[src/sv/pidpc_pkg.sv]
package pidpc_pkg;

  // field widths
  localparam int POS_W   = 16;
  localparam int ERR_W   = POS_W + 1;
  localparam int DIFF_W  = ERR_W + 1;
  localparam int SUM_W   = 48;
  localparam int GAIN_W  = 32;
  localparam int BAND_W  = 16;
  localparam int LIM_W   = 15;
  localparam int DRIVE_W = 16;

  // integral product is split into two narrower multiplies
  localparam int SUM_SPLIT = 24;
  localparam int SUM_HI_W  = SUM_W - SUM_SPLIT;

  // product widths (gains are unsigned, so one extra sign bit)
  localparam int PROD_P_W  = GAIN_W + 1 + ERR_W;
  localparam int PROD_D_W  = GAIN_W + 1 + DIFF_W;
  localparam int PROD_IL_W = GAIN_W + SUM_SPLIT;
  localparam int PROD_IH_W = GAIN_W + 1 + SUM_HI_W;

  // accumulator holds the exact sum of all terms with headroom
  localparam int ACC_W = GAIN_W + SUM_W + 3;

  // register reset values
  localparam logic [GAIN_W-1:0] GAIN_P_RST      = 32'd80530637;
  localparam logic [GAIN_W-1:0] GAIN_I_RST      = 32'd8;
  localparam logic [GAIN_W-1:0] GAIN_D_RST      = 32'd362387866;
  localparam logic [BAND_W-1:0] DONE_BAND_RST   = 16'd5;
  localparam logic [LIM_W-1:0]  DRIVE_LIMIT_RST = 15'd200;

  localparam int CFG_IDX_W  = 3;
  localparam int CFG_DATA_W = GAIN_W;

  // configuration register indexes
  typedef enum logic [CFG_IDX_W-1:0] {
    REG_GAIN_P      = 3'd0,
    REG_GAIN_I      = 3'd1,
    REG_GAIN_D      = 3'd2,
    REG_DONE_BAND   = 3'd3,
    REG_DRIVE_LIMIT = 3'd4
  } pidpc_reg_t;

  typedef struct packed {
    logic [GAIN_W-1:0] gain_p;
    logic [GAIN_W-1:0] gain_i;
    logic [GAIN_W-1:0] gain_d;
    logic [BAND_W-1:0] done_band;
    logic [LIM_W-1:0]  drive_limit;
  } pidpc_cfg_t;

  // error stage result
  typedef struct packed {
    logic signed [ERR_W-1:0]  err;
    logic signed [SUM_W-1:0]  sum;
    logic signed [DIFF_W-1:0] diff;
    logic                     done;
  } pidpc_err_t;

  // product stage result
  typedef struct packed {
    logic signed [PROD_P_W-1:0]  prod_p;
    logic signed [PROD_D_W-1:0]  prod_d;
    logic        [PROD_IL_W-1:0] prod_il;
    logic signed [PROD_IH_W-1:0] prod_ih;
    logic signed [ERR_W-1:0]     err;
    logic                        done;
  } pidpc_prod_t;

  // accumulate stage result
  typedef struct packed {
    logic signed [ACC_W-1:0] acc;
    logic signed [ERR_W-1:0] err;
    logic                    done;
  } pidpc_acc_t;

  // final result
  typedef struct packed {
    logic signed [DRIVE_W-1:0] drive;
    logic signed [ERR_W-1:0]   err;
    logic                      done;
  } pidpc_res_t;

endpackage

[src/sv/pidpc_accum.sv]
module pidpc_accum (
  input  logic                   clk,
  input  logic                   rst_n,
  input  logic                   up_valid,
  output logic                   up_ready,
  input  pidpc_pkg::pidpc_prod_t up_data,
  output logic                   down_valid,
  input  logic                   down_ready,
  output pidpc_pkg::pidpc_acc_t  down_data
);
  import pidpc_pkg::*;

  logic                    valid_r;
  pidpc_acc_t              data_r;
  pidpc_acc_t              data_nxt;
  logic signed [ACC_W-1:0] term_ih;
  logic                    take;

  assign up_ready = !valid_r || down_ready;
  assign take     = up_valid && up_ready;

  // exact sum of the p, i and d terms
  always_comb begin
    term_ih      = ACC_W'(up_data.prod_ih) <<< SUM_SPLIT;
    data_nxt.acc = ACC_W'(up_data.prod_p) + ACC_W'(up_data.prod_d)
                 + $signed(ACC_W'(up_data.prod_il)) + term_ih;
    data_nxt.err  = up_data.err;
    data_nxt.done = up_data.done;
  end

  always_ff @(posedge clk) begin
    if (!rst_n) begin
      valid_r <= 1'b0;
    end else if (up_ready) begin
      valid_r <= up_valid;
    end
    if (take) begin
      data_r <= data_nxt;
    end
  end

  assign down_valid = valid_r;
  assign down_data  = data_r;

endmodule

[config.mk]
export PLATFORM = sky130hd
export DESIGN_NAME = pidpc_accum
export DESIGN_NICKNAME = d
export VERILOG_FILES = /design/src/sv/pidpc_pkg.sv /design/src/sv/pidpc_accum.sv
export SDC_FILE = /design/constraint.sdc
export NUM_CORES = 1
export LEC_CHECK = 0
export BUFFER_PORTS_ARGS = -buffer_cell sky130_fd_sc_hd__buf_2
export CAP_MARGIN = 20
export CORE_ASPECT_RATIO = 1.1
export CORE_MARGIN = 1
export CORE_UTILIZATION = 49
export DETAILED_ROUTE_END_ITERATION = 10
export PLACE_DENSITY = 0.79
export SYNTH_ARGS = -nofsm -noshare
export SYNTH_HDL_FRONTEND = slang
export SYNTH_SLANG_ARGS = --single-unit
[constraint.sdc]
create_clock -name clk -period 3.8 [get_ports clk]
set_input_delay 0 -clock clk [delete_from_list [all_inputs] [get_ports clk]]
set_output_delay 0 -clock clk [all_outputs]
set_load 0.05 [all_outputs]
==> results.sh <==
export IMPL_floorplan_die_area_um2=25200
export IMPL_clockRootBuffer="clkbuf_16"
export IMPL_first_iter_violations=526
export IMPL_cts_sinks=101
export IMPL_grt_max_degree=63
export IMPL_routedWlPerCell_um=15.7
export IMPL_synth_flop_cell="edfxtp_1"
export IMPL_crit_start="up_data[77]"
export IMPL_pre_cts_slack_ns=-0.184
export IMPL_syn_avg_cell_area_um2=9.07
export IMPL_critical_path_endpoint="down_data[70]"
export IMPL_synthTopCellsByCount="inv_1, ha_1, fa_1"
export IMPL_clockBufferDepth=2
export IMPL_slew_violations=0
export IMPL_num_rows=59
export IMPL_yosys_top_cells_area="edfxtp_1, fa_1, ha_1, inv_1, a21oi_1"
export IMPL_crit_chain="buf_2 > inv_1 > fa_1 > inv_1 > ha_1 > ha_1 > fa_1 > a21o_1 > a221oi_2 > or3_1 > nand2_1 > a31oi_1 > buf_4 > o21a_1 > o21ai_1 > a21oi_1 > o31a_1 > xnor2_1"
export IMPL_crit_type="input pin to flip-flop"
export IMPL_die_y_um=166
export IMPL_ff2ff_path_depth=3
export IMPL_yosys_warnings=0
export IMPL_async_flop_share_pct=0
export IMPL_htreeDepth=3
export IMPL_max_stage_delay_ns=0.52
export IMPL_placed_area_um2=14900
export IMPL_syn_inst=1326
export IMPL_peakVddDrop_mv=0.414
export IMPL_fin_area_um2=15400
export IMPL_reg2reg_to="down_data[47]"
export IMPL_portBuffers=338
export IMPL_grt_pass1_vias=11200
export IMPL_synth_most_common_cell="inv_1"
export IMPL_place_gp_congestion=0.933
export IMPL_antenna_left=0
export IMPL_fin_nets=2260
export IMPL_r2r_slack_ns=1.83
export IMPL_post_cts_buffers=0
export IMPL_antenna_found_initial=3
export IMPL_hold_class="input pin to flip-flop"
export IMPL_status="finished clean"
export IMPL_p_switching_uw=4390
export IMPL_synth_nets=1803
export IMPL_syn_cell_area_um2=12000
export IMPL_p_per_area_nw_per_um2=580
export IMPL_cts_tree="built"
export IMPL_rsz0062_at_grt="no"
export IMPL_clkPwrFrac_pct=10.8
export IMPL_synth_seq_cells=101
export IMPL_p_sw_share_pct=49.1
export IMPL_wl_mm=32.9
export IMPL_synth_edf_count=100
export IMPL_cap_viol_max_count=0
export IMPL_grt_usage_pct=26.8
export IMPL_setup_ws_ns=0.277
export IMPL_worst_clock_skew_ns=0.00754
export IMPL_critPathCaptureType="flip-flop"
export IMPL_internal_power_uw=4540
export IMPL_place_hpwl_mm=28.1
export IMPL_required_ns=3.91
export IMPL_layout_drive_gt1_share_pct=27.3
export IMPL_viasPerCell=5.14
export IMPL_io_pins=339
export IMPL_pwr_share_seq_pct=21.4
export IMPL_initial_core_util_pct=50.4
export IMPL_core_area_um2=23800
export IMPL_seq_area_frac_synth_pct=25.1
export IMPL_finalHoldViolCount=0
export IMPL_drc=0
export IMPL_r2r_start="down_valid"
export IMPL_leakagePower_uw=0.00832
export IMPL_fin_crit_ns=3.52
export IMPL_syn_to_final_growth_pct=27.9
export IMPL_grt_pass1_wl_mm=52.6
export IMPL_vias=10800
export IMPL_synth_cell_type_count=60
export IMPL_fmax_ghz=0.284
export IMPL_worstPathArrival_ns=3.63
export IMPL_synth_top_cell_area_share_pct=25.0
export IMPL_dr_pass1_iters=4
export IMPL_tightest_slew_ns=0.904
export IMPL_cts_buffers=9
export IMPL_p_comb_share_pct=67.8
export IMPL_hold_depth=3
export IMPL_cp_slowest_cell="fa_1"
export IMPL_clock_latency_ns=0.36
export IMPL_synth_largest_area_cell="edfxtp_1"
export IMPL_setup_viol=0
export IMPL_crit_fanout=4
export IMPL_period_share_pct=92.7
export IMPL_path_clk_slew_ns=0.07
export IMPL_startpoint_type="input pin"
export IMPL_overflow=0
export IMPL_slew_headroom_pct=39.7
export IMPL_die_w_um=151
==> area by class of cell <==
class	count	area [um^2]
sequential	101	3020
tap	305	382
antenna	1	2.50
clock inverter	6	61.3
clock buffer	10	229
inverter	356	1340
timing repair buffer	483	2830
fill	1997	8460
multi-input combinational	832	7520
==> worst min-delay path by stage <==
stage | from | end
detailed placement | up_data[4] | down_data[4]
global route | up_data[183] | down_data[19]
finish | up_data[183] | down_data[19]
global placement | up_data[12] | down_data[12]
floorplan | up_data[0] | down_data[0]
CTS | up_data[183] | down_data[19]
==> power groups by stage <==
stage | registers, uW | clock network, uW | logic (uW)
global placement | 1930 | 0 | 5900
floorplan | 3080 | 0 | 2900
detailed placement | 1920 | 0 | 6000
finish | 1910 | 965 | 6060
CTS | 1910 | 985 | 6040
global route | 1940 | 1010 | 6600
==> placed cells by master (no fill, tap or decap), types with 4 or more instances in the layout <==
| cell type | n |
|---|---|
| a211oi_1 | 6 |
| a21boi_0 | 7 |
| a21o_1 | 50 |
| a21oi_1 | 103 |
| a31oi_1 | 12 |
| and2_1 | 6 |
| and3_1 | 6 |
| buf_2 | 338 |
| buf_4 | 125 |
| clkbuf_16 | 9 |
| dlygate4sd3_1 | 20 |
| edfxtp_1 | 100 |
| fa_1 | 114 |
| ha_1 | 127 |
| inv_1 | 355 |
| nand2_1 | 68 |
| nand2b_1 | 5 |
| nand3_1 | 22 |
| nand4_1 | 34 |
| nor2_1 | 37 |
| nor2b_1 | 5 |
| nor3_1 | 12 |
| nor4_1 | 5 |
| o211ai_1 | 7 |
| o21a_1 | 11 |
| o21ai_0 | 44 |
| o21ai_1 | 7 |
| o21bai_1 | 20 |
| o31a_1 | 4 |
| o31ai_1 | 6 |
| or3_1 | 5 |
| xnor2_1 | 48 |
| xor2_1 | 29 |
==> through the flow <==
stage | cells | hold WS [ns] | power, uW | setup TNS (ns) | util [%]
after global placement | 2057 | 0.177 | 7830 | -0.139 | 62.5
final | 2094 | 0.128 | 8930 | 0 | 64.5
after CTS | 2093 | 0.118 | 8940 | 0 | 64.5
after global routing | 2094 | 0.140 | 9540 | 0 | 64.5
after detailed placement | 2057 | 0.178 | 7920 | -0.929 | 62.5
after floorplan | 1326 | 0.0989 | 5980 | 0 | -
==> cells by family (layout without fill, tap and decap cells) <==
kind of cell,count (synthesis),after routing,synth area share (%)
simple gates,213,213,8.61
other cells,0,1,0
xor+xnor,77,77,5.61
compound gates,301,301,16.1
buf+inv,393,855,12.4
fa+ha+maj,241,241,32.2
flops,101,101,25.1
==> what timing repair did <==
item | 4_1_cts | 5_1_grt
hold buffers | 20 | 0
setup endpoints to repair | 0 | 6
hold endpoints to repair | 19 | 0
gates resized for setup | 0 | 2
==> sequential cells by signal, indices dropped and copies added, names as in the netlist <==
| register | cells |
|---|---|
| down_data | 100 |
| down_valid | 1 |
==> per-layer routing <==
metal	wire, um	up-vias	track usage, %	share of wire, %
met5	24	-	0	0.073
met4	1280	4	12.2	3.9
met3	1770	88	3.43	5.4
met2	17200	396	49.6	52
met1	12700	5024	29.8	39
li1	-	5257	-	-
==> worst max-delay path: cells and delay by family <==
family / cells / cell delay (ns)
AOI/OAI and AO/OA: 7 / 1.51
xor gates and xnor gates: 1 / 0.06
adders and majority gates: 4 / 1.46
buffers and inverters: 4 / 0.30
and+or+nand+nor: 2 / 0.28
(Power assumes the default switching activity.)
