### config.mk
export PLATFORM = sky130hd
export DESIGN_NAME = pidpc_limit
export DESIGN_NICKNAME = d
export VERILOG_FILES = /design/src/sv/pidpc_pkg.sv /design/src/sv/pidpc_limit.sv
export SDC_FILE = /design/constraint.sdc
export NUM_CORES = 1
export LEC_CHECK = 0
export BUFFER_PORTS_ARGS = -buffer_cell sky130_fd_sc_hd__buf_2
export CAP_MARGIN = 0
export CORE_MARGIN = 2
export CORE_UTILIZATION = 41
export DETAILED_ROUTE_END_ITERATION = 12
export GPL_ROUTABILITY_DRIVEN = 0
export HOLD_SLACK_MARGIN = 0.1
export PLACE_DENSITY = 0.81
export SETUP_SLACK_MARGIN = 0.02
export SLEW_MARGIN = 20
export SYNTH_ARGS = -nofsm -noshare
export SYNTH_HDL_FRONTEND = slang
export SYNTH_SLANG_ARGS = --single-unit
export TNS_END_PERCENT = 50
### constraint.sdc
create_clock -name clk -period 7 [get_ports clk]
set_input_delay 1.05 -clock clk [delete_from_list [all_inputs] [get_ports clk]]
set_output_delay 1.05 -clock clk [all_outputs]
set_load 0.005 [all_outputs]
### src/sv/pidpc_pkg.sv
package pidpc_pkg;

  // field widths
  localparam int POS_W   = 16;
  localparam int ERR_W   = POS_W + 1;
  localparam int DIFF_W  = ERR_W + 1;
  localparam int SUM_W   = 48;
  localparam int GAIN_W  = 32;
  localparam int BAND_W  = 16;
  localparam int LIM_W   = 15;
  localparam int DRIVE_W = 16;

  // integral product is split into two narrower multiplies
  localparam int SUM_SPLIT = 24;
  localparam int SUM_HI_W  = SUM_W - SUM_SPLIT;

  // product widths (gains are unsigned, so one extra sign bit)
  localparam int PROD_P_W  = GAIN_W + 1 + ERR_W;
  localparam int PROD_D_W  = GAIN_W + 1 + DIFF_W;
  localparam int PROD_IL_W = GAIN_W + SUM_SPLIT;
  localparam int PROD_IH_W = GAIN_W + 1 + SUM_HI_W;

  // accumulator holds the exact sum of all terms with headroom
  localparam int ACC_W = GAIN_W + SUM_W + 3;

  // register reset values
  localparam logic [GAIN_W-1:0] GAIN_P_RST      = 32'd80530637;
  localparam logic [GAIN_W-1:0] GAIN_I_RST      = 32'd8;
  localparam logic [GAIN_W-1:0] GAIN_D_RST      = 32'd362387866;
  localparam logic [BAND_W-1:0] DONE_BAND_RST   = 16'd5;
  localparam logic [LIM_W-1:0]  DRIVE_LIMIT_RST = 15'd200;

  localparam int CFG_IDX_W  = 3;
  localparam int CFG_DATA_W = GAIN_W;

  // configuration register indexes
  typedef enum logic [CFG_IDX_W-1:0] {
    REG_GAIN_P      = 3'd0,
    REG_GAIN_I      = 3'd1,
    REG_GAIN_D      = 3'd2,
    REG_DONE_BAND   = 3'd3,
    REG_DRIVE_LIMIT = 3'd4
  } pidpc_reg_t;

  typedef struct packed {
    logic [GAIN_W-1:0] gain_p;
    logic [GAIN_W-1:0] gain_i;
    logic [GAIN_W-1:0] gain_d;
    logic [BAND_W-1:0] done_band;
    logic [LIM_W-1:0]  drive_limit;
  } pidpc_cfg_t;

  // error stage result
  typedef struct packed {
    logic signed [ERR_W-1:0]  err;
    logic signed [SUM_W-1:0]  sum;
    logic signed [DIFF_W-1:0] diff;
    logic                     done;
  } pidpc_err_t;

  // product stage result
  typedef struct packed {
    logic signed [PROD_P_W-1:0]  prod_p;
    logic signed [PROD_D_W-1:0]  prod_d;
    logic        [PROD_IL_W-1:0] prod_il;
    logic signed [PROD_IH_W-1:0] prod_ih;
    logic signed [ERR_W-1:0]     err;
    logic                        done;
  } pidpc_prod_t;

  // accumulate stage result
  typedef struct packed {
    logic signed [ACC_W-1:0] acc;
    logic signed [ERR_W-1:0] err;
    logic                    done;
  } pidpc_acc_t;

  // final result
  typedef struct packed {
    logic signed [DRIVE_W-1:0] drive;
    logic signed [ERR_W-1:0]   err;
    logic                      done;
  } pidpc_res_t;

endpackage

### src/sv/pidpc_limit.sv
module pidpc_limit #(
  parameter int GAIN_FRAC_BITS = 28
) (
  input  logic                   clk,
  input  logic                   rst_n,
  input  pidpc_pkg::pidpc_cfg_t  cfg,
  input  logic                   up_valid,
  output logic                   up_ready,
  input  pidpc_pkg::pidpc_acc_t  up_data,
  output logic                   down_valid,
  input  logic                   down_ready,
  output pidpc_pkg::pidpc_res_t  down_data
);
  import pidpc_pkg::*;

  logic                    valid_r;
  pidpc_res_t              data_r;
  pidpc_res_t              data_nxt;
  logic signed [ACC_W-1:0] shifted;
  logic signed [ACC_W-1:0] lim_pos;
  logic signed [ACC_W-1:0] lim_neg;
  logic                    take;

  assign up_ready = !valid_r || down_ready;
  assign take     = up_valid && up_ready;

  // scale down (floor) and clamp to the drive limit
  always_comb begin
    shifted = up_data.acc >>> GAIN_FRAC_BITS;
    lim_pos = $signed(ACC_W'(cfg.drive_limit));
    lim_neg = -lim_pos;
    if (shifted > lim_pos) begin
      data_nxt.drive = DRIVE_W'(lim_pos);
    end else if (shifted < lim_neg) begin
      data_nxt.drive = DRIVE_W'(lim_neg);
    end else begin
      data_nxt.drive = DRIVE_W'(shifted);
    end
    data_nxt.err  = up_data.err;
    data_nxt.done = up_data.done;
  end

  // output register
  always_ff @(posedge clk) begin
    if (!rst_n) begin
      valid_r <= 1'b0;
    end else if (up_ready) begin
      valid_r <= up_valid;
    end
    if (take) begin
      data_r <= data_nxt;
    end
  end

  assign down_valid = valid_r;
  assign down_data  = data_r;

endmodule

==> impl_metrics.env, run 1 <==
export IMPL_synth_simple_area_share_pct=28.2
export IMPL_fin_skew_ns=0.00363
export IMPL_synth_fa_ha_area_share_pct=23.5
export IMPL_via_per_inst=6.16
export IMPL_post_dp_hpwl_um=11100
export IMPL_synth_xor_area_share_pct=2.35
export IMPL_syn_area_um2=4470
export IMPL_p_sw_share_pct=29.7
export IMPL_io_buffer_count=127
export IMPL_worstPathRequired_ns=7.01
export IMPL_row_count=38
export IMPL_r2r_setup_slack_ns=5.31
export IMPL_numCtsBuffers=5
export IMPL_drtPass1Iterations=5
export IMPL_critPathLaunch="cfg[1]"
export IMPL_cpMostUsedCell="or3_1"
export IMPL_grt_antenna_before_repair=1
export IMPL_synth_top_family_by_area="simple AND/OR/NAND/NOR gates"
export IMPL_worstSetupStartpointType="input port"
export IMPL_ys_types=53
export IMPL_finalSetupTns_ns=0
export IMPL_core_area_um2=10700
export IMPL_cts_max_level=2
export IMPL_max_freq_mhz=149
export IMPL_maxCapViolCount=0
export IMPL_cts_root_buffer="clkbuf_8"
export IMPL_worstSetupPathType="in2reg"
export IMPL_synth_seq_cells=35
export IMPL_wl_um=13600
export IMPL_crit_path_max_fanout=15
export IMPL_leakagePower_nw=2.60
export IMPL_dr_total_vias=4872
export IMPL_crit_slowest_cell="nor4b_1"
export IMPL_ios=268
export IMPL_clk_path_buf_depth=2
export IMPL_ant_nets=0
export IMPL_grt_max_degree=42
export IMPL_overflow=0
export IMPL_cts_repair_resized=0
export IMPL_worst_path_largest_cell_delay_ns=0.54
export IMPL_grt_total_usage_pct=23.5
export IMPL_holdPathEnd="down_valid"
export IMPL_dieArea_um2=11800
export IMPL_synth_nets=841
export IMPL_synthFlopType="edfxtp_1"
export IMPL_r2r_end="down_data[23]"
export IMPL_avgRoutedWirePerCell_um=17.2
export IMPL_internal_power_uw=432
export IMPL_finalHoldViolCount=0
export IMPL_rsz0062_at_grt="false"
export IMPL_cts_tree="done"
export IMPL_p_comb_share_pct=30.5
export IMPL_yosysTopAreaCell="ha_1"
export IMPL_holdBufCountCts=0
export IMPL_area_delta_synth_final_pct=21.9
export IMPL_ir_drop_mv=0.119
export IMPL_initial_core_util_pct=41.6
export IMPL_p_seq_share_pct=41.0
export IMPL_min_period_ns=6.72
export IMPL_layoutNonFillerInstCount=791
export IMPL_drtIter0Drc=495
export IMPL_path_clk_slew_ns=0.07
export IMPL_synthArstFlopShare_pct=0
export IMPL_route_detailed_drc=0
export IMPL_final_max_slew_viol_count=0
export IMPL_end_kind="register"
export IMPL_rr_startpoint="down_valid"
export IMPL_grt_pass1_vias=4563
export IMPL_clk_latency_ns=0.28
export IMPL_syn_area_per_cell_um2=8.51
export IMPL_holdCritPathClass="reg2reg"
export IMPL_synth_area_leaders="ha_1, edfxtp_1, nand4_1, a21oi_1, nor3_1"
export IMPL_worst_pin_slew_ns=0.904
export IMPL_cp_num_buf_inv=4
export IMPL_post_place_cells=782
export IMPL_grt_pass1_wl_um=22000
export IMPL_layout_nets=965
export IMPL_reg2reg_depth=3
export IMPL_die_width_um=108
export IMPL_period_share_pct=96.0
export IMPL_cts_sinks=35
export IMPL_clkPwrFrac_pct=28.5
export IMPL_relSlewSlack_pct=39.3
export IMPL_hold_path_depth=2
export IMPL_synthMuxAreaShare_pct=2.04
export IMPL_p_per_area_nw_per_um2=113
export IMPL_min_delay_start="down_valid"
export IMPL_setup_viol=0
export IMPL_crit_arrival_ns=6.73
export IMPL_synth_edf_count=34
export IMPL_synth_cells=525
export IMPL_synth_top_area_share_pct=23.5
export IMPL_synth_compound_area_share_pct=15.6
export IMPL_path_cells="buf_2, inv_1, ha_1, or3b_1, or3_1, or3_1, or3_1, or3_4, nor4_1, buf_4, ha_1, nand4_1, nor4_1, a221oi_1, a41oi_1, o31ai_1, buf_4, nand4_1, o221ai_1, nor4b_1"
export IMPL_die_y_um=108
export IMPL_layout_drive_gt1_share_pct=25.8
export IMPL_yosys_warnings=0
export IMPL_outcome="finished clean"
export IMPL_p_sw_uw=182
export IMPL_postCtsSetupBuffers=0
export IMPL_cp_top_family="simple AND/OR/NAND/NOR gates"
export IMPL_ys_seq_area_share_pct=23.3
[tightest hold or removal path: cells and delay by family (launching register included)]
| family | cells | cell delay, ns |
|---|---|---|
| compound gates | 1 | 0.10 |
| simple gates | 1 | 0.13 |
| flops | 1 | 0.31 |
[cell usage in the layout (no fill, tap or decap), types with 4 or more instances in the layout]
cell type	netlist	routed
a21oi_1	36	36
clkbuf_8	0	5
inv_1	20	20
or4_1	7	7
or3_1	10	10
nor2_1	39	37
o221ai_1	4	4
a211oi_1	13	13
edfxtp_1	34	34
and4_1	14	14
o21ai_0	15	15
nand4_1	35	35
a21o_1	13	13
nand3_1	15	15
nor3_1	31	31
buf_4	0	26
mux2i_1	8	8
buf_2	4	127
nor3b_1	7	7
and3_1	9	9
ha_1	84	84
nand2_1	21	21
xnor2_1	11	11
nor4_1	22	22
[routing by layer]
| metal | share of wire, % | track usage, % |
|---|---|---|
| met1 | 42 | 30.9 |
| met2 | 46 | 38.8 |
| met3 | 10 | 4.46 |
| met4 | 1.9 | 7.05 |
| met5 | 0 | 0 |
[cells by family after synthesis]
group | Yosys count
AO/OA/AOI/OAI | 106
adder cells (fa/ha/maj) | 84
XOR/XNOR | 12
multiplexers | 9
buffers and inverters | 56
AND/OR/NAND/NOR | 223
flip-flops | 35
[synth_stat cells (8+ instances only)]
library cell	instances
nand2_1	21
or3_1	10
edfxtp_1	34
ha_1	84
a21o_1	13
a211oi_1	13
xnor2_1	11
nand3_1	15
a21oi_1	36
nor3_1	31
clkbuf_1	30
nor4_1	22
and3_1	9
nor2_1	39
inv_1	20
and4_1	14
o21ai_0	15
mux2i_1	8
nand4_1	35
[flip-flops by register name, indices dropped and copies added (netlist names)]
name        cells
down_data      34
down_valid      1
[cell type report]
cell class / instances / area [um2]
multi-input combinational: 434 / 3210
clock buffer: 5 / 68.8
timing repair buffer: 153 / 831
clock inverter: 3 / 43.8
sequential: 35 / 1040
antenna: 1 / 2.50
tap: 140 / 175
fill: 1001 / 5300
inverter: 20 / 75.1
[power by group through the flow]
stage	combinational (mW)	sequential, mW	clock [mW]
finish	0.187	0.252	0.175
floorplan	0.100	0.259	0
CTS	0.185	0.252	0.181
global placement	0.175	0.256	0
detailed placement	0.183	0.257	0
global route	0.210	0.253	0.190
[metrics by stage]
stage                     hold slack (ns)  util (%)  setup WS [ns]  cell area (um2)  total power, mW
after detailed placement            0.603      49.6          0.128             5330            0.440
final                               0.585      50.7          0.282             5450            0.614
after global placement              0.598      49.6          0.319             5330            0.431
after floorplan                     0.537         -          0.117             4470            0.359
after CTS                           0.616      50.7          0.433             5450            0.618
after global routing                0.659      50.7         0.0482             5450            0.653
[worst max-delay path by stage]
| stage | to | cells after the start |
|---|---|---|
| floorplan | down_data[24] | 23 |
| global placement | down_data[23] | 20 |
| detailed placement | down_data[23] | 20 |
| CTS | down_data[23] | 20 |
| global route | down_data[20] | 20 |
| finish | down_data[20] | 20 |
No activity file was read; power rests on OpenSTA's default activity.
==> run 2, diff against run 1 <==
CTS_CLUSTER_SIZE = 28   (was not set)
GPL_TIMING_DRIVEN = 0   (was not set)
==> impl_metrics.env, run 2 (synthesized netlist as in run 1, its figures left out) <==
export IMPL_outcome="finished clean"
export IMPL_end_kind="register"
export IMPL_finalHoldViolCount=0
export IMPL_row_count=38
export IMPL_core_area_um2=10700
export IMPL_regArea_um2=1040
export IMPL_p_seq_share_pct=42.4
export IMPL_cts_root_buffer="clkbuf_8"
export IMPL_overflow=0
export IMPL_max_freq_mhz=146
export IMPL_post_dp_hpwl_um=11900
export IMPL_final_max_slew_viol_count=0
export IMPL_clk_path_buf_depth=2
export IMPL_numCtsBuffers=5
export IMPL_min_period_ns=6.85
export IMPL_crit_arrival_ns=6.93
export IMPL_cts_tree="done"
export IMPL_setup_viol=0
export IMPL_area_delta_synth_final_pct=25.8
export IMPL_worstSetupPathType="in2reg"
export IMPL_leakagePower_nw=2.60
export IMPL_p_sw_uw=188
export IMPL_avgRoutedWirePerCell_um=19.2
export IMPL_ios=268
export IMPL_layout_nets=977
export IMPL_wl_um=15400
export IMPL_io_buffer_count=119
export IMPL_grt_max_degree=35
export IMPL_dpl_instance_area_um2=5250
export IMPL_cts_sinks=35
export IMPL_multi_input_area_um2=3410
export IMPL_holdBufCountCts=0
export IMPL_grt_antenna_before_repair=1
export IMPL_grt_total_usage_pct=25.4
export IMPL_maxCapViolCount=0
export IMPL_rr_startpoint="down_valid"
export IMPL_p_sw_share_pct=31.6
export IMPL_grt_pass1_wl_um=23700
export IMPL_crit_path_max_fanout=10
export IMPL_ant_nets=0
export IMPL_min_delay_start="down_valid"
export IMPL_worstPathRequired_ns=7.08
export IMPL_ir_drop_mv=0.108
export IMPL_via_per_inst=6.50
export IMPL_relSlewSlack_pct=38.4
export IMPL_p_comb_share_pct=33.7
export IMPL_fin_area_um2=5620
export IMPL_clkPwrFrac_pct=24.0
export IMPL_final_common_cell="buf_2"
export IMPL_drtPass1Iterations=9
export IMPL_n_fill_cell=988
export IMPL_grt_pass1_vias=4819
export IMPL_internal_power_uw=406
export IMPL_path_clk_slew_ns=0.06
export IMPL_drtIter0Drc=700
export IMPL_reg2reg_depth=2
export IMPL_r2r_end="down_data[33]"
export IMPL_layout_drive_gt1_share_pct=26.6
export IMPL_die_width_um=108
export IMPL_endpoint="down_data[18]"
export IMPL_clk_latency_ns=0.28
export IMPL_dr_total_vias=5212
export IMPL_fin_util_pct=52.3
export IMPL_fin_skew_ns=0.00169
export IMPL_die_y_um=108
export IMPL_largest_register_ffs=34
export IMPL_worstSetupStartpointType="input port"
export IMPL_diodes=0
export IMPL_dieArea_um2=11800
export IMPL_route_detailed_drc=0
export IMPL_holdCritPathClass="reg2reg"
export IMPL_layoutNonFillerInstCount=802
export IMPL_critPathLaunch="cfg[1]"
export IMPL_initial_core_util_pct=41.6
export IMPL_worst_pin_slew_ns=0.924
export IMPL_mostFrequentLayoutCells="buf_2, ha_1, nor2_1"
export IMPL_post_place_cells=784
export IMPL_r2r_setup_slack_ns=5.50
export IMPL_period_share_pct=97.9
export IMPL_cts_max_level=2
export IMPL_p_per_area_nw_per_um2=106
run 2: changes by cell type in the layout (fill, tap and decap cells not counted), moves of 3 or more:
cell	before	now
buf_4	26	11
buf_2	127	123
nor4_1	22	14
nor4_4	0	6
clkbuf_1	0	26
clkbuf_2	0	3
run 2: layout make-up:
| class | instances | share of cell area, % |
|---|---|---|
| Clock inverter | 1 | 0.0890 |
| Timing Repair Buffer | 130 | 12.1 |
| Buffer | 35 | 2.69 |
| Multi-Input combinational cell | 434 | 60.7 |
| Clock buffer | 7 | 1.54 |
| Sequential cell | 35 | 18.5 |
| Inverter | 20 | 1.33 |
| Tap cell | 140 | 3.11 |
run 2: power groups by stage:
stage	sequential (mW)	clock, mW	combinational [mW]
floorplan	0.259	0	0.100
CTS	0.252	0.146	0.191
finish	0.252	0.142	0.200
global placement	0.256	0	0.177
global route	0.253	0.157	0.219
detailed placement	0.256	0	0.187
run 2: worst max-delay path: stages:
cell and delay [ns]:
buf_2 0.12, inv_1 0.10, ha_2 0.26, or3b_1 0.36, buf_2 0.18, or3_1 0.30
buf_2 0.16, or3_1 0.29, buf_2 0.17, or3_1 0.31, buf_2 0.17, or3_4 0.36
buf_6 0.18, nor4_4 0.31, ha_1 0.34, a21oi_1 0.14, o21ai_0 0.19, a221oi_2 0.36
nand3_2 0.17, o31a_1 0.42, buf_4 0.18, nor3_1 0.31, o21ai_0 0.18, mux2i_1 0.32
run 2: metal layers:
metal	vias up	wire length, um	GRT usage (%)	share of wire, %
met1	2325	5980	33.9	39
met3	84	2070	4.22	13
met2	465	6740	41.1	44
li1	2338	-	-	-
met5	-	0	0	0
met4	0	587	9.34	3.8
run 2: timing repair:
item / CTS / global route
resized for setup: 20 / 20
setup buffers: 6 / 5
setup endpoints to repair: 16 / 16
pin swaps: 4 / 3
run 2: worst min-delay path by stage:
stage | slack (ns) | cells past startpoint | end
final | 0.61 | 2 | down_valid
after global routing | 0.64 | 2 | down_valid
after CTS | 0.63 | 2 | down_valid
after detailed placement | 0.62 | 2 | down_valid
after global placement | 0.60 | 2 | down_valid
after floorplan | 0.54 | 2 | down_valid
run 2: through the flow:
step | power (mW) | setup WS (ns) | hold WS, ns | setup TNS (ns)
6_report | 0.594 | 0.148 | 0.607 | 0
3_3_place_gp | 0.434 | -1.70 | 0.598 | -21.41
2_1_floorplan | 0.359 | 0.117 | 0.537 | 0
3_5_place_dp | 0.443 | -1.65 | 0.616 | -19.73
5_1_grt | 0.629 | -0.0280 | 0.641 | -0.0931
4_1_cts | 0.589 | 0.0611 | 0.627 | 0
