**config.mk**
```make
export PLATFORM = sky130hd
export DESIGN_NAME = pidpc_error
export DESIGN_NICKNAME = d
export VERILOG_FILES = /design/src/sv/pidpc_pkg.sv /design/src/sv/pidpc_error.sv
export SDC_FILE = /design/constraint.sdc
export NUM_CORES = 1
export LEC_CHECK = 0
export BUFFER_PORTS_ARGS = -buffer_cell sky130_fd_sc_hd__buf_2
export CORE_MARGIN = 4
export CORE_UTILIZATION = 45
export CTS_CLUSTER_SIZE = 25
export DETAILED_ROUTE_END_ITERATION = 12
export PLACE_DENSITY = 0.78
export SLEW_MARGIN = 20
export SYNTH_ARGS = -nofsm -noshare
export SYNTH_HDL_FRONTEND = slang
export SYNTH_SLANG_ARGS = --single-unit
export TNS_END_PERCENT = 100
```
**constraint.sdc**
```tcl
create_clock -name clk -period 6.1 [get_ports clk]
set_clock_uncertainty 0.15 [all_clocks]
set_input_delay 0 -clock clk [delete_from_list [all_inputs] [get_ports clk]]
set_output_delay 0 -clock clk [all_outputs]
set_load 0.02 [all_outputs]
```
**src/sv/pidpc_pkg.sv**
```systemverilog
package pidpc_pkg;

  // field widths
  localparam int POS_W   = 16;
  localparam int ERR_W   = POS_W + 1;
  localparam int DIFF_W  = ERR_W + 1;
  localparam int SUM_W   = 48;
  localparam int GAIN_W  = 32;
  localparam int BAND_W  = 16;
  localparam int LIM_W   = 15;
  localparam int DRIVE_W = 16;

  // integral product is split into two narrower multiplies
  localparam int SUM_SPLIT = 24;
  localparam int SUM_HI_W  = SUM_W - SUM_SPLIT;

  // product widths (gains are unsigned, so one extra sign bit)
  localparam int PROD_P_W  = GAIN_W + 1 + ERR_W;
  localparam int PROD_D_W  = GAIN_W + 1 + DIFF_W;
  localparam int PROD_IL_W = GAIN_W + SUM_SPLIT;
  localparam int PROD_IH_W = GAIN_W + 1 + SUM_HI_W;

  // accumulator holds the exact sum of all terms with headroom
  localparam int ACC_W = GAIN_W + SUM_W + 3;

  // register reset values
  localparam logic [GAIN_W-1:0] GAIN_P_RST      = 32'd80530637;
  localparam logic [GAIN_W-1:0] GAIN_I_RST      = 32'd8;
  localparam logic [GAIN_W-1:0] GAIN_D_RST      = 32'd362387866;
  localparam logic [BAND_W-1:0] DONE_BAND_RST   = 16'd5;
  localparam logic [LIM_W-1:0]  DRIVE_LIMIT_RST = 15'd200;

  localparam int CFG_IDX_W  = 3;
  localparam int CFG_DATA_W = GAIN_W;

  // configuration register indexes
  typedef enum logic [CFG_IDX_W-1:0] {
    REG_GAIN_P      = 3'd0,
    REG_GAIN_I      = 3'd1,
    REG_GAIN_D      = 3'd2,
    REG_DONE_BAND   = 3'd3,
    REG_DRIVE_LIMIT = 3'd4
  } pidpc_reg_t;

  typedef struct packed {
    logic [GAIN_W-1:0] gain_p;
    logic [GAIN_W-1:0] gain_i;
    logic [GAIN_W-1:0] gain_d;
    logic [BAND_W-1:0] done_band;
    logic [LIM_W-1:0]  drive_limit;
  } pidpc_cfg_t;

  // error stage result
  typedef struct packed {
    logic signed [ERR_W-1:0]  err;
    logic signed [SUM_W-1:0]  sum;
    logic signed [DIFF_W-1:0] diff;
    logic                     done;
  } pidpc_err_t;

  // product stage result
  typedef struct packed {
    logic signed [PROD_P_W-1:0]  prod_p;
    logic signed [PROD_D_W-1:0]  prod_d;
    logic        [PROD_IL_W-1:0] prod_il;
    logic signed [PROD_IH_W-1:0] prod_ih;
    logic signed [ERR_W-1:0]     err;
    logic                        done;
  } pidpc_prod_t;

  // accumulate stage result
  typedef struct packed {
    logic signed [ACC_W-1:0] acc;
    logic signed [ERR_W-1:0] err;
    logic                    done;
  } pidpc_acc_t;

  // final result
  typedef struct packed {
    logic signed [DRIVE_W-1:0] drive;
    logic signed [ERR_W-1:0]   err;
    logic                      done;
  } pidpc_res_t;

endpackage

```
**src/sv/pidpc_error.sv**
```systemverilog
module pidpc_error (
  input  logic                          clk,
  input  logic                          rst_n,
  input  pidpc_pkg::pidpc_cfg_t         cfg,
  input  logic                          up_valid,
  output logic                          up_ready,
  input  logic signed [15:0]            setpoint,
  input  logic signed [15:0]            measured,
  input  logic                          restart,
  output logic                          down_valid,
  input  logic                          down_ready,
  output pidpc_pkg::pidpc_err_t         down_data
);
  import pidpc_pkg::*;

  localparam logic signed [SUM_W:0] SUM_MAX = {2'b00, {(SUM_W-1){1'b1}}};
  localparam logic signed [SUM_W:0] SUM_MIN = {2'b11, {(SUM_W-1){1'b0}}};

  logic                     valid_r;
  pidpc_err_t               data_r;
  pidpc_err_t               data_nxt;
  logic signed [SUM_W-1:0]  sum_r;
  logic signed [ERR_W-1:0]  prev_r;
  logic                     primed_r;
  logic signed [SUM_W-1:0]  base_sum;
  logic signed [ERR_W-1:0]  base_prev;
  logic                     base_primed;
  logic signed [ERR_W-1:0]  err;
  logic signed [SUM_W:0]    sum_ext;
  logic        [ERR_W-1:0]  err_mag;
  logic                     take;

  assign up_ready = !valid_r || down_ready;
  assign take     = up_valid && up_ready;

  // restart starts from a cleared history
  assign base_sum    = restart ? '0 : sum_r;
  assign base_prev   = restart ? '0 : prev_r;
  assign base_primed = restart ? 1'b0 : primed_r;

  // error, saturating sum, derivative difference and on-target check
  always_comb begin
    err     = ERR_W'(setpoint) - ERR_W'(measured);
    sum_ext = (SUM_W+1)'(base_sum) + (SUM_W+1)'(err);
    data_nxt.err = err;
    if (sum_ext > SUM_MAX) begin
      data_nxt.sum = SUM_W'(SUM_MAX);
    end else if (sum_ext < SUM_MIN) begin
      data_nxt.sum = SUM_W'(SUM_MIN);
    end else begin
      data_nxt.sum = sum_ext[SUM_W-1:0];
    end
    if (base_primed) begin
      data_nxt.diff = DIFF_W'(err) - DIFF_W'(base_prev);
    end else begin
      data_nxt.diff = '0;
    end
    err_mag       = err[ERR_W-1] ? ERR_W'(-err) : ERR_W'(err);
    data_nxt.done = (err_mag <= {1'b0, cfg.done_band});
  end

  // controller history, updated on each input transfer
  always_ff @(posedge clk) begin
    if (!rst_n) begin
      sum_r    <= '0;
      prev_r   <= '0;
      primed_r <= 1'b0;
    end else if (take) begin
      sum_r    <= data_nxt.sum;
      prev_r   <= err;
      primed_r <= 1'b1;
    end
  end

  // stage register
  always_ff @(posedge clk) begin
    if (!rst_n) begin
      valid_r <= 1'b0;
    end else if (up_ready) begin
      valid_r <= up_valid;
    end
    if (take) begin
      data_r <= data_nxt;
    end
  end

  assign down_valid = valid_r;
  assign down_data  = data_r;

endmodule

```
==> flow_summary_export.csv, run 1 <==
group,metric,value,unit
outcome,status,"finished clean",
routing,wl_met2,15400,um
yosys,synth.cell_area,11500,um^2
routing,vias,10600,
global_route,track_usage,23.7,%
global_route,antenna_found_initial,0,
power,power_density,383,nW/um^2
routing,routed_wl,33700,um
sta,rsz0062_at_grt,"no",
layout,fill_cells,2321,
global_route,grt_overflow_total,0,
sta,max_freq,176,MHz
floorplan,fp.dieH,168,um
sta,final-hold-violation-count,0,
floorplan,dieArea,28100,um^2
setup_path,cp.depth,28,
sta,tns,0,ns
yosys,synth_edf_count,84,
sta,timing.hold.ws,0.0312,ns
setup_path,worst_setup_path_start_kind,"input port",
setup_path,max_stage_delay,0.53,ns
layout,multi_input_area,7040,um^2
setup_path,r2r_setup_slack,1.63,ns
setup_path,crit_required,6.10,ns
sta,slew_headroom,31.1,%
routing,postRouteAntennaNets,0,
global_route,grt_pass1_wl,53900,um
clocking,cts_made_buffers,17,
sta,post-route-min-period,5.67,ns
clocking,cts_tree,"built",
setup_path,regToRegEndpoint,"sum_r[17]$_SDFFE_PN0P_",
clocking,cts_root_buffer,"clkbuf_16",
layout,post-route-util,52.7,%
setup_path,crit_path_top_delay_cell,"dlygate4sd3_1",
power,p_leak,0.00570,uW
yosys,synthCells,1353,
floorplan,rows,58,
setup_path,cp_max_fo,19,
placement,routabilityCongestion,0.955,
yosys,synth_top_cells_by_count,"nand2_1 (145), nor2_1 (116), a21oi_1 (109)",
layout,finalNetCount,1730,
routing,dr_wl_met3,2570,um
sta,worst_pin_slew,1.03,ns
yosys,synth_top_area_share,22.0,%
sta,fin_ws,0.428,ns
yosys,synthFlopType,"edfxtp_1",
sta,drv_slew,0,
sta,setup_violations,0,
yosys,yosysMostFrequentCell,"nand2_1",
floorplan,initial_core_util,45.7,%
layout,seq_area,3860,um^2
global_route,first_global_vias,10100,
clocking,path_clk_slew,0.08,ns
setup_path,r2r_cells,18,
setup_path,cp_num_buf_inv,4,
placement,numPortBuffers,138,
clocking,cts.htree.levels,4,
clocking,cts.path.max_buffers,2,
placement,dpl.hpwl,24600,um
setup_path,criticalPathCategory,"input port to flip-flop",
setup_path,crit_start,"measured[0]",
yosys,yosysSeqAreaShare,33.7,%
yosys,synth_cell_types,89,
placement,post-place-ws,0.193,ns
yosys,syn_nets,1602,
yosys,ys.warnings.count,0,
setup_path,critPathCapture,"down_data[31]$_DFFE_PP_",
sta,finalCritPeriodShare,93.0,%
routing,drt_iter0_drc,859,
setup_path,cp_top_family,"compound AO/OA/AOI/OAI gates",
worst_hold_path,hold_path_class,"input port to flip-flop",
floorplan,die_w,168,um
routing,drc,0,
yosys,ys_seq_elements,151,
floorplan,core_area,25100,um^2
setup_path,setup.worst_path.end_class,"flip-flop",
setup_path,r2r-start,"sum_r[0]$_SDFFE_PN0P_",
yosys,synth_area_leaders,"edfxtp_1 (22%), dfxtp_1 (12%), ha_1 (8.9%)",
clocking,clk_latency,0.43,ns
power,ir_drop,0.000186,V
worst_hold_path,whs_path_depth,6,
job,drv_cap,0,
setup_path,cp_data_arrival_time,5.67,ns
global_route,grt_max_degree,86,
layout,antenna_cells,0,
routing,wl_met1,15000,um
layout,area_growth,15.4,%
yosys,yosys.area.top_type,"edfxtp_1",
floorplan,pin_count,250,
layout,drive_gt1_share,16.8,%
routing,highest_layer,"met4",
clocking,clock-sinks,151,
routing,drt_pass1_iterations,6,
routing,post_drt_wl_per_cell,18.5,um
routing,vias_per_cell,5.82,
yosys,async_reset_ff_share,0,%
yosys,postSynthAreaPerCell,8.48,um^2
[metrics by stage]
stage                     total power (uW)  cells  instance area (um^2)
final                                 5070   1824                 13200
after global routing                  5390   1824                 13200
after CTS                             5020   1820                 13200
after detailed placement              3910   1784                 12500
after global placement                3870   1784                 12500
after floorplan                       3210   1353                 11500
[worst reg2reg max path, delay by kind of cell, from the launching register on]
kind / cells / cell delay (ns)
AO/OA/AOI/OAI: 5 / 1.33
flip-flops: 1 / 0.34
AND/OR/NAND/NOR: 8 / 1.49
buffers and inverters: 3 / 0.48
adder cells (fa/ha/maj): 2 / 0.59
[flip-flops by register name (all words and copies together), names as in the netlist]
signal and cells:
down_data 84, down_valid 1, prev_r 17, primed_r 1
sum_r 48
[cells in the final DEF (no fill, tap or decap), types with 6 or more instances in the layout]
master | synthesis | routed
nand2_1 | 145 | 145
buf_2 | 17 | 137
nor2_1 | 116 | 116
a21oi_1 | 109 | 109
edfxtp_1 | 84 | 84
ha_1 | 82 | 82
inv_1 | 72 | 72
dfxtp_1 | 67 | 67
xnor2_1 | 62 | 62
nor2b_1 | 56 | 56
o21ai_0 | 51 | 51
a21o_1 | 37 | 37
buf_4 | 1 | 37
nand2b_1 | 33 | 33
nand3_1 | 29 | 29
nor3_1 | 29 | 29
o21ai_1 | 25 | 25
xor2_1 | 23 | 23
and3_1 | 19 | 19
a211oi_1 | 18 | 18
maj3_1 | 18 | 18
clkbuf_16 | 0 | 17
nand4_1 | 14 | 14
o21a_1 | 11 | 11
o31ai_1 | 10 | 10
or3_1 | 10 | 10
a311oi_1 | 10 | 10
a31oi_1 | 9 | 9
and2_1 | 8 | 8
o21bai_1 | 8 | 8
o211ai_1 | 7 | 7
a32o_1 | 7 | 7
a31o_2 | 6 | 6
mux2i_1 | 6 | 6
[worst min path at each step]
stage | from | endpoint | slack (ns)
CTS | cfg[30] | down_data[0]$_DFFE_PP_ | 0.02
finish | cfg[30] | down_data[0]$_DFFE_PP_ | 0.03
global route | cfg[30] | down_data[0]$_DFFE_PP_ | 0.08
floorplan | up_valid | down_valid$_SDFFE_PN0N_ | -0.02
global placement | up_valid | down_valid$_SDFFE_PN0N_ | 0.1
detailed placement | up_valid | down_valid$_SDFFE_PN0N_ | 0.10
[routing by layer]
metal / vias up / GRT usage, %
met1: 5015 / 33.0
met2: 429 / 38.1
met5: - / 0
met3: 52 / 3.97
met4: 0 / 6.70
li1: 5123 / -
[power by group]
part,internal (uW),switching [uW]
Sequential,1370,125
Clock,589,510
Combinational,922,1550
Total,2890,2180
[logic make-up (layout without fill, tap and decap cells)]
group	count (synthesis)	count (layout)	synth area share, %
and+or+nand+nor	489	489	20.8
AOI/OAI and AO/OA	367	367	21.8
DFF	151	151	33.7
buffers and inverters	147	288	5.11
adders and majority gates	106	106	11.3
xor gates and xnor gates	86	86	6.63
muxes	7	7	0.622
[timing repair]
action,in CTS,in global routing
hold buffers,4,0
setup endpoints to repair,0,15
buffers inserted,0,4
gates resized for setup,0,2
endpoints found under the hold margin,8,0
[area by class of cell]
type                       instances  share of cell area [%]
tap                              330                    3.12
timing repair buffer             179                    7.73
multi-input combinational       1055                    53.2
inverter                          77                    2.22
clock inverter                    15                    1.38
clock buffer                      17                    3.21
sequential                       151                    29.2
Power figures use the tool's default switching activity.
==> inputs of run 2 (changes only) <==
Settings changed: PLACE_DENSITY 0.78 to 0.75.
Clock period 6.1 ns to 7.1 ns, I/O delays scaled along.
==> run 2 against run 1 <==
Power decreased by 16%. Clock power decreased by 17%. Combinational power decreased by 16%. First-iteration DRC count decreased by 6.4%. Global-route usage decreased by 0.82 points. Utilization decreased by 0.57 points. Final area decreased by 1.1%. Via count decreased by 0.81%. Die area unchanged. Wire length decreased by 2.2%. Critical path type unchanged.
==> flow_summary_export.csv, run 2 (synthesis results as in run 1) <==
group,metric,value,unit
floorplan,initial_core_util,45.7,%
worst_hold_path,hold_start,"setpoint[0]",
worst_hold_path,hold-path-endpoint,"prev_r[0]$_SDFFE_PN0P_",
routing,post_drt_wl_per_cell,18.2,um
placement,dpl.hpwl,24200,um
sta,finalCritPeriodShare,87.1,%
routing,drt_iter0_drc,804,
global_route,grt_max_degree,75,
sta,rsz0062_at_grt,"no",
setup_path,r2r_cells,18,
sta,slew_headroom,36.4,%
layout,antenna_cells,0,
sta,worst_pin_slew,0.947,ns
routing,routed_wl,33000,um
setup_path,criticalPathCategory,"input port to flip-flop",
routing,vias,10500,
setup_path,max_stage_delay,0.53,ns
power,ir_drop,0.000163,V
setup_path,r2r-start,"sum_r[0]$_SDFFE_PN0P_",
routing,drt_pass1_iterations,5,
clocking,cts_made_buffers,17,
worst_hold_path,hold_path_class,"input port to flip-flop",
setup_path,crit_path_top_delay_cell,"dlygate4sd3_1",
global_route,antenna_found_initial,0,
layout,drive_gt1_share,15.9,%
layout,fill_cells,2365,
power,p_leak,0.00563,uW
outcome,status,"finished clean",
sta,final-hold-violation-count,0,
layout,finalNetCount,1716,
setup_path,cp_num_buf_inv,5,
routing,vias_per_cell,5.82,
setup_path,regToRegEndpoint,"sum_r[45]$_SDFFE_PN0P_",
sta,max_freq,162,MHz
floorplan,core_area,25100,um^2
worst_hold_path,whs_path_depth,4,
setup_path,crit_start,"measured[0]",
floorplan,dieArea,28100,um^2
global_route,grt_pass1_wl,52100,um
layout,post-route-util,52.2,%
sta,drv_slew,0,
layout,area_growth,14.1,%
clocking,cts.htree.levels,4,
clocking,cts_root_buffer,"clkbuf_16",
clocking,clock-sinks,151,
layout,final_cell_mix,"nand2_1 (145), buf_2 (137), nor2_1 (116), a21oi_1 (109), edfxtp_1 (84)",
placement,numPortBuffers,138,
setup_path,setup.worst_path.end_class,"flip-flop",
sta,post-route-min-period,6.18,ns
floorplan,die_w,168,um
setup_path,crit_required,7.26,ns
layout,largest_reg_flops,84,
floorplan,fp.dieH,168,um
layout,layout_commonest_cell,"nand2_1",
floorplan,rows,58,
setup_path,cp_top_family,"compound AO/OA/AOI/OAI gates",
floorplan,pin_count,250,
sta,tns,0,ns
global_route,track_usage,22.8,%
clocking,clk_latency,0.43,ns
setup_path,cp_data_arrival_time,6.34,ns
placement,routabilityCongestion,0.941,
sta,setup_violations,0,
global_route,grt_overflow_total,0,
routing,postRouteAntennaNets,0,
clocking,cts_resized,0,
setup_path,cp_max_fo,14,
routing,drc,0,
clocking,cts_tree,"built",
global_route,first_global_vias,9930,
clocking,cts.path.max_buffers,2,
setup_path,worst_setup_path_start_kind,"input port",
job,drv_cap,0,
setup_path,r2r_setup_slack,2.40,ns
clocking,path_clk_slew,0.06,ns
power,power_density,326,nW/um^2
run 2: cell types whose count changed in the layout (fill, tap and decap cells not counted), moves of 2 or more:
| cell | previous run | this run |
|---|---|---|
| buf_4 | 37 | 23 |
| inv_6 | 4 | 7 |
| clkinv_2 | 0 | 2 |
| clkinv_8 | 3 | 1 |
| clkinvlp_4 | 2 | 0 |
| inv_8 | 4 | 2 |
run 2: layout make-up:
class / instances / area (um^2) / area share [%]
Timing Repair Buffer: 165 / 918 / 7.01
Tap cell: 330 / 413 / 3.15
Multi-Input combinational cell: 1055 / 7020 / 53.6
Sequential cell: 151 / 3860 / 29.5
Clock inverter: 15 / 158 / 1.20
Inverter: 77 / 294 / 2.25
Clock buffer: 17 / 425 / 3.25
run 2: how the worst max path moves through the flow:
stage	end	slack (ns)	cells after the start
6_report	sum_r[19]$_SDFFE_PN0P_	0.92	29
5_1_grt	sum_r[9]$_SDFFE_PN0P_	0.50	29
4_1_cts	sum_r[9]$_SDFFE_PN0P_	1.02	29
3_5_place_dp	sum_r[9]$_SDFFE_PN0P_	0.87	28
3_3_place_gp	sum_r[24]$_SDFFE_PN0P_	0.98	28
2_1_floorplan	down_data[39]$_DFFE_PP_	1.20	25
run 2: through the flow:
| stage | power (uW) | setup WS, ns | hold WS, ns | cells | area [um^2] |
|---|---|---|---|---|---|
| CTS | 4260 | 1.02 | 0.0206 | 1810 | 13100 |
| detailed placement | 3330 | 0.866 | 0.114 | 1774 | 12500 |
| floorplan | 2760 | 1.20 | -0.0205 | 1353 | 11500 |
| global placement | 3300 | 0.975 | 0.0985 | 1774 | 12500 |
| global route | 4540 | 0.505 | 0.0558 | 1810 | 13100 |
| finish | 4270 | 0.919 | 0.0356 | 1810 | 13100 |
run 2: metal layers:
layer / vias to the layer above / wire length, um / track usage (%)
li1: 5088 / - / -
met1: 4996 / 14900 / 32.1
met2: 395 / 15000 / 36.3
met3: 54 / 2200 / 3.35
met4: 0 / 859 / 7.55
met5: - / 0 / 0
run 2: power by group:
group | total (uW) | switching (uW) | internal (uW) | leakage (uW)
registers | 1290 | 108 | 1180 | 0.00136
logic | 2070 | 1300 | 762 | 0.00397
clock network | 917 | 419 | 498 | 0.000290
total | 4270 | 1830 | 2440 | 0.00563
run 2: worst register-to-register path, cell delays in order, from the launching register on:
cell and delay, ns:
dfxtp_1 0.32, nor2b_1 0.13, ha_1 0.21, inv_1 0.06, fa_1 0.40, nor2b_1 0.20
o2111ai_1 0.15, nand3_1 0.16, a211oi_1 0.11, o32ai_1 0.41, nor3_1 0.15, o221ai_1 0.46
nand4_1 0.19, nand2_2 0.35, inv_4 0.16, a21oi_4 0.47, buf_4 0.28, a21oi_1 0.08
a21oi_1 0.17
run 2: timing repair:
action,CTS,global route
buffers inserted,0,0
hold buffers,4,0
endpoints found under the hold margin,8,0
==> inputs of run 3 (changes only) <==
Settings changed: CTS_CLUSTER_DIAMETER set to 120, GPL_TIMING_DRIVEN set to 1, PLACE_DENSITY 0.75 to 0.78.
Clock period 7.1 ns to 5.5 ns, I/O delays scaled along.
==> run 3 against run 2 <==
Clock power increased by 28%. Flip-flop and latch count did not move. Highest routed layer unchanged. First-iteration DRC count rose by 27%.
==> flow_summary_export.csv, run 3 (synthesis results as in run 1) <==
group,metric,value,unit
outcome,status,"finished clean",
placement,placed_cell_area,12800,um^2
setup_path,worst_setup_path_start_kind,"input port",
power,p_leak,0.00584,uW
global_route,grt_max_degree,68,
routing,vias_per_cell,5.79,
setup_path,cp_top_family,"compound AO/OA/AOI/OAI gates",
setup_path,cp_max_fo,8,
setup_path,crit_path_top_delay_cell,"dlygate4sd3_1",
floorplan,rows,58,
routing,post_drt_wl_per_cell,18.3,um
setup_path,max_stage_delay,0.54,ns
routing,postRouteAntennaNets,0,
routing,vias,10700,
floorplan,die_w,168,um
routing,wl_met2,15200,um
placement,dpl.hpwl,25100,um
clocking,clk_latency,0.43,ns
global_route,first_global_vias,10100,
routing,dr_wl_met3,2240,um
layout,area_growth,17.4,%
layout,finalNetCount,1754,
clocking,clock-sinks,151,
setup_path,setup.worst_path.end_class,"flip-flop",
sta,drv_slew,0,
sta,setup_violations,0,
sta,post-route-min-period,5.29,ns
global_route,antenna_found_initial,0,
clocking,cts_root_buffer,"clkbuf_16",
job,drv_cap,0,
clocking,postCtsSetupBuffers,0,
power,power_density,418,nW/um^2
sta,final-hold-violation-count,0,
layout,post-route-util,53.7,%
routing,highest_layer,"met4",
floorplan,core_area,25100,um^2
layout,drive_gt1_share,18.8,%
layout,final_area,13500,um^2
sta,finalCritPeriodShare,96.1,%
setup_path,cp_num_buf_inv,2,
floorplan,dieArea,28100,um^2
sta,worst_pin_slew,0.921,ns
clocking,cts_made_buffers,17,
global_route,grt_pass1_wl,54000,um
routing,drt_iter0_drc,1025,
floorplan,initial_core_util,45.7,%
sta,max_freq,189,MHz
clocking,cts_tree,"built",
routing,wl_met1,15700,um
setup_path,crit_top_cell,"a21oi_1",
sta,slew_headroom,38.4,%
setup_path,criticalPathCategory,"input port to flip-flop",
clocking,cts.path.max_buffers,2,
layout,antenna_cells,0,
floorplan,pin_count,250,
routing,drt_pass1_iterations,5,
power,ir_drop,0.000235,V
setup_path,worstPathCellList,"dlygate4sd3_1, buf_2, ha_1, fa_1, nand2b_1, a21oi_4, a21oi_2, nor2_1, nor2_1, o21bai_1, a21oi_1, xnor2_2, ha_1, a21o_1, a21o_1, a21oi_1, o2111ai_1, nand2_1, nand4bb_2, a21boi_1, or4_1, a31oi_1, a21oi_1, maj3_1",
layout,layout_commonest_cell,"nand2_1",
clocking,cts.htree.levels,4,
worst_hold_path,hold_path_class,"input port to flip-flop",
placement,numPortBuffers,138,
setup_path,crit_required,5.52,ns
global_route,track_usage,23.6,%
routing,routed_wl,33900,um
clocking,path_clk_slew,0.08,ns
routing,drc,0,
placement,routabilityCongestion,0.937,
setup_path,cp_data_arrival_time,5.31,ns
layout,largest_reg_flops,84,
global_route,grt_overflow_total,0,
floorplan,fp.dieH,168,um
layout,final_cell_mix,"nand2_1 (145), buf_2 (137), nor2_1 (116), a21oi_1 (108), edfxtp_1 (84)",
[run 3: cell types whose count changed in the layout (fill, tap and decap cells not counted), moves of 2 or more]
cell	delta
buf_12	+3
inv_8	+2
buf_4	+33
inv_6	-3
clkinv_8	+2
ha_2	+3
ha_1	-3
buf_6	+2
[run 3: worst paths after layout]
path	start	to	slack, ns	cells after the start
worst min-delay path	cfg[30]	down_data[0]$_DFFE_PP_	0.02	6
worst max register to register	prev_r[0]$_SDFFE_PN0P_	down_data[17]$_SDFFCE_PN0P_	1.29	16
worst max-delay path	measured[0]	down_data[64]$_DFFE_PP_	0.21	24
worst min register to register	sum_r[30]$_SDFFE_PN0P_	sum_r[30]$_SDFFE_PN0P_	0.30	2
[run 3: repair_timing]
item | in CTS | in global routing
setup endpoints to repair | 0 | 69
gates resized for setup | 0 | 15
hold endpoints to repair | 18 | 0
hold buffers | 4 | 0
[run 3: per-stage QoR]
step	cells	power, uW	hold WS [ns]	TNS [ns]	setup slack, ns
CTS	1848	5610	0.00469	0	0.209
detailed placement	1812	4420	0.107	0	0.0941
global placement	1812	4390	0.0972	0	0.203
global route	1848	6000	0.0404	-0.00276	-0.00276
floorplan	1353	3560	-0.0205	0	0.0165
finish	1848	5640	0.0172	0	0.214
[run 3: area by class of cell]
class | instances | area (um^2)
Clock buffer | 17 | 425
Clock inverter | 15 | 159
Fill cell | 2335 | 11600
Inverter | 77 | 297
Multi-Input combinational cell | 1055 | 7070
Sequential cell | 151 | 3860
Tap cell | 330 | 413
Timing Repair Buffer | 203 | 1250
[run 3: layer usage]
layer | global-route usage (%) | vias to the layer above
li1 | - | 5160
met1 | 34.2 | 5100
met2 | 37.1 | 398
met3 | 3.38 | 51
met4 | 6.60 | 0
met5 | 0 | -
[run 3: worst register-to-register path: cells and delay by family (launching register included)]
family                     cells  cell delay, ns
DFF                            1            0.33
xor gates and xnor gates       1            0.13
buffers and inverters          1            0.06
adders and majority gates      3            1.00
and+or+nand+nor                2            0.18
AOI/OAI and AO/OA              9            2.08
[run 3: where the power goes]
part | switching, uW | internal (uW)
registers | 126 | 1520
clock network | 560 | 607
logic | 1740 | 1080
total | 2430 | 3210
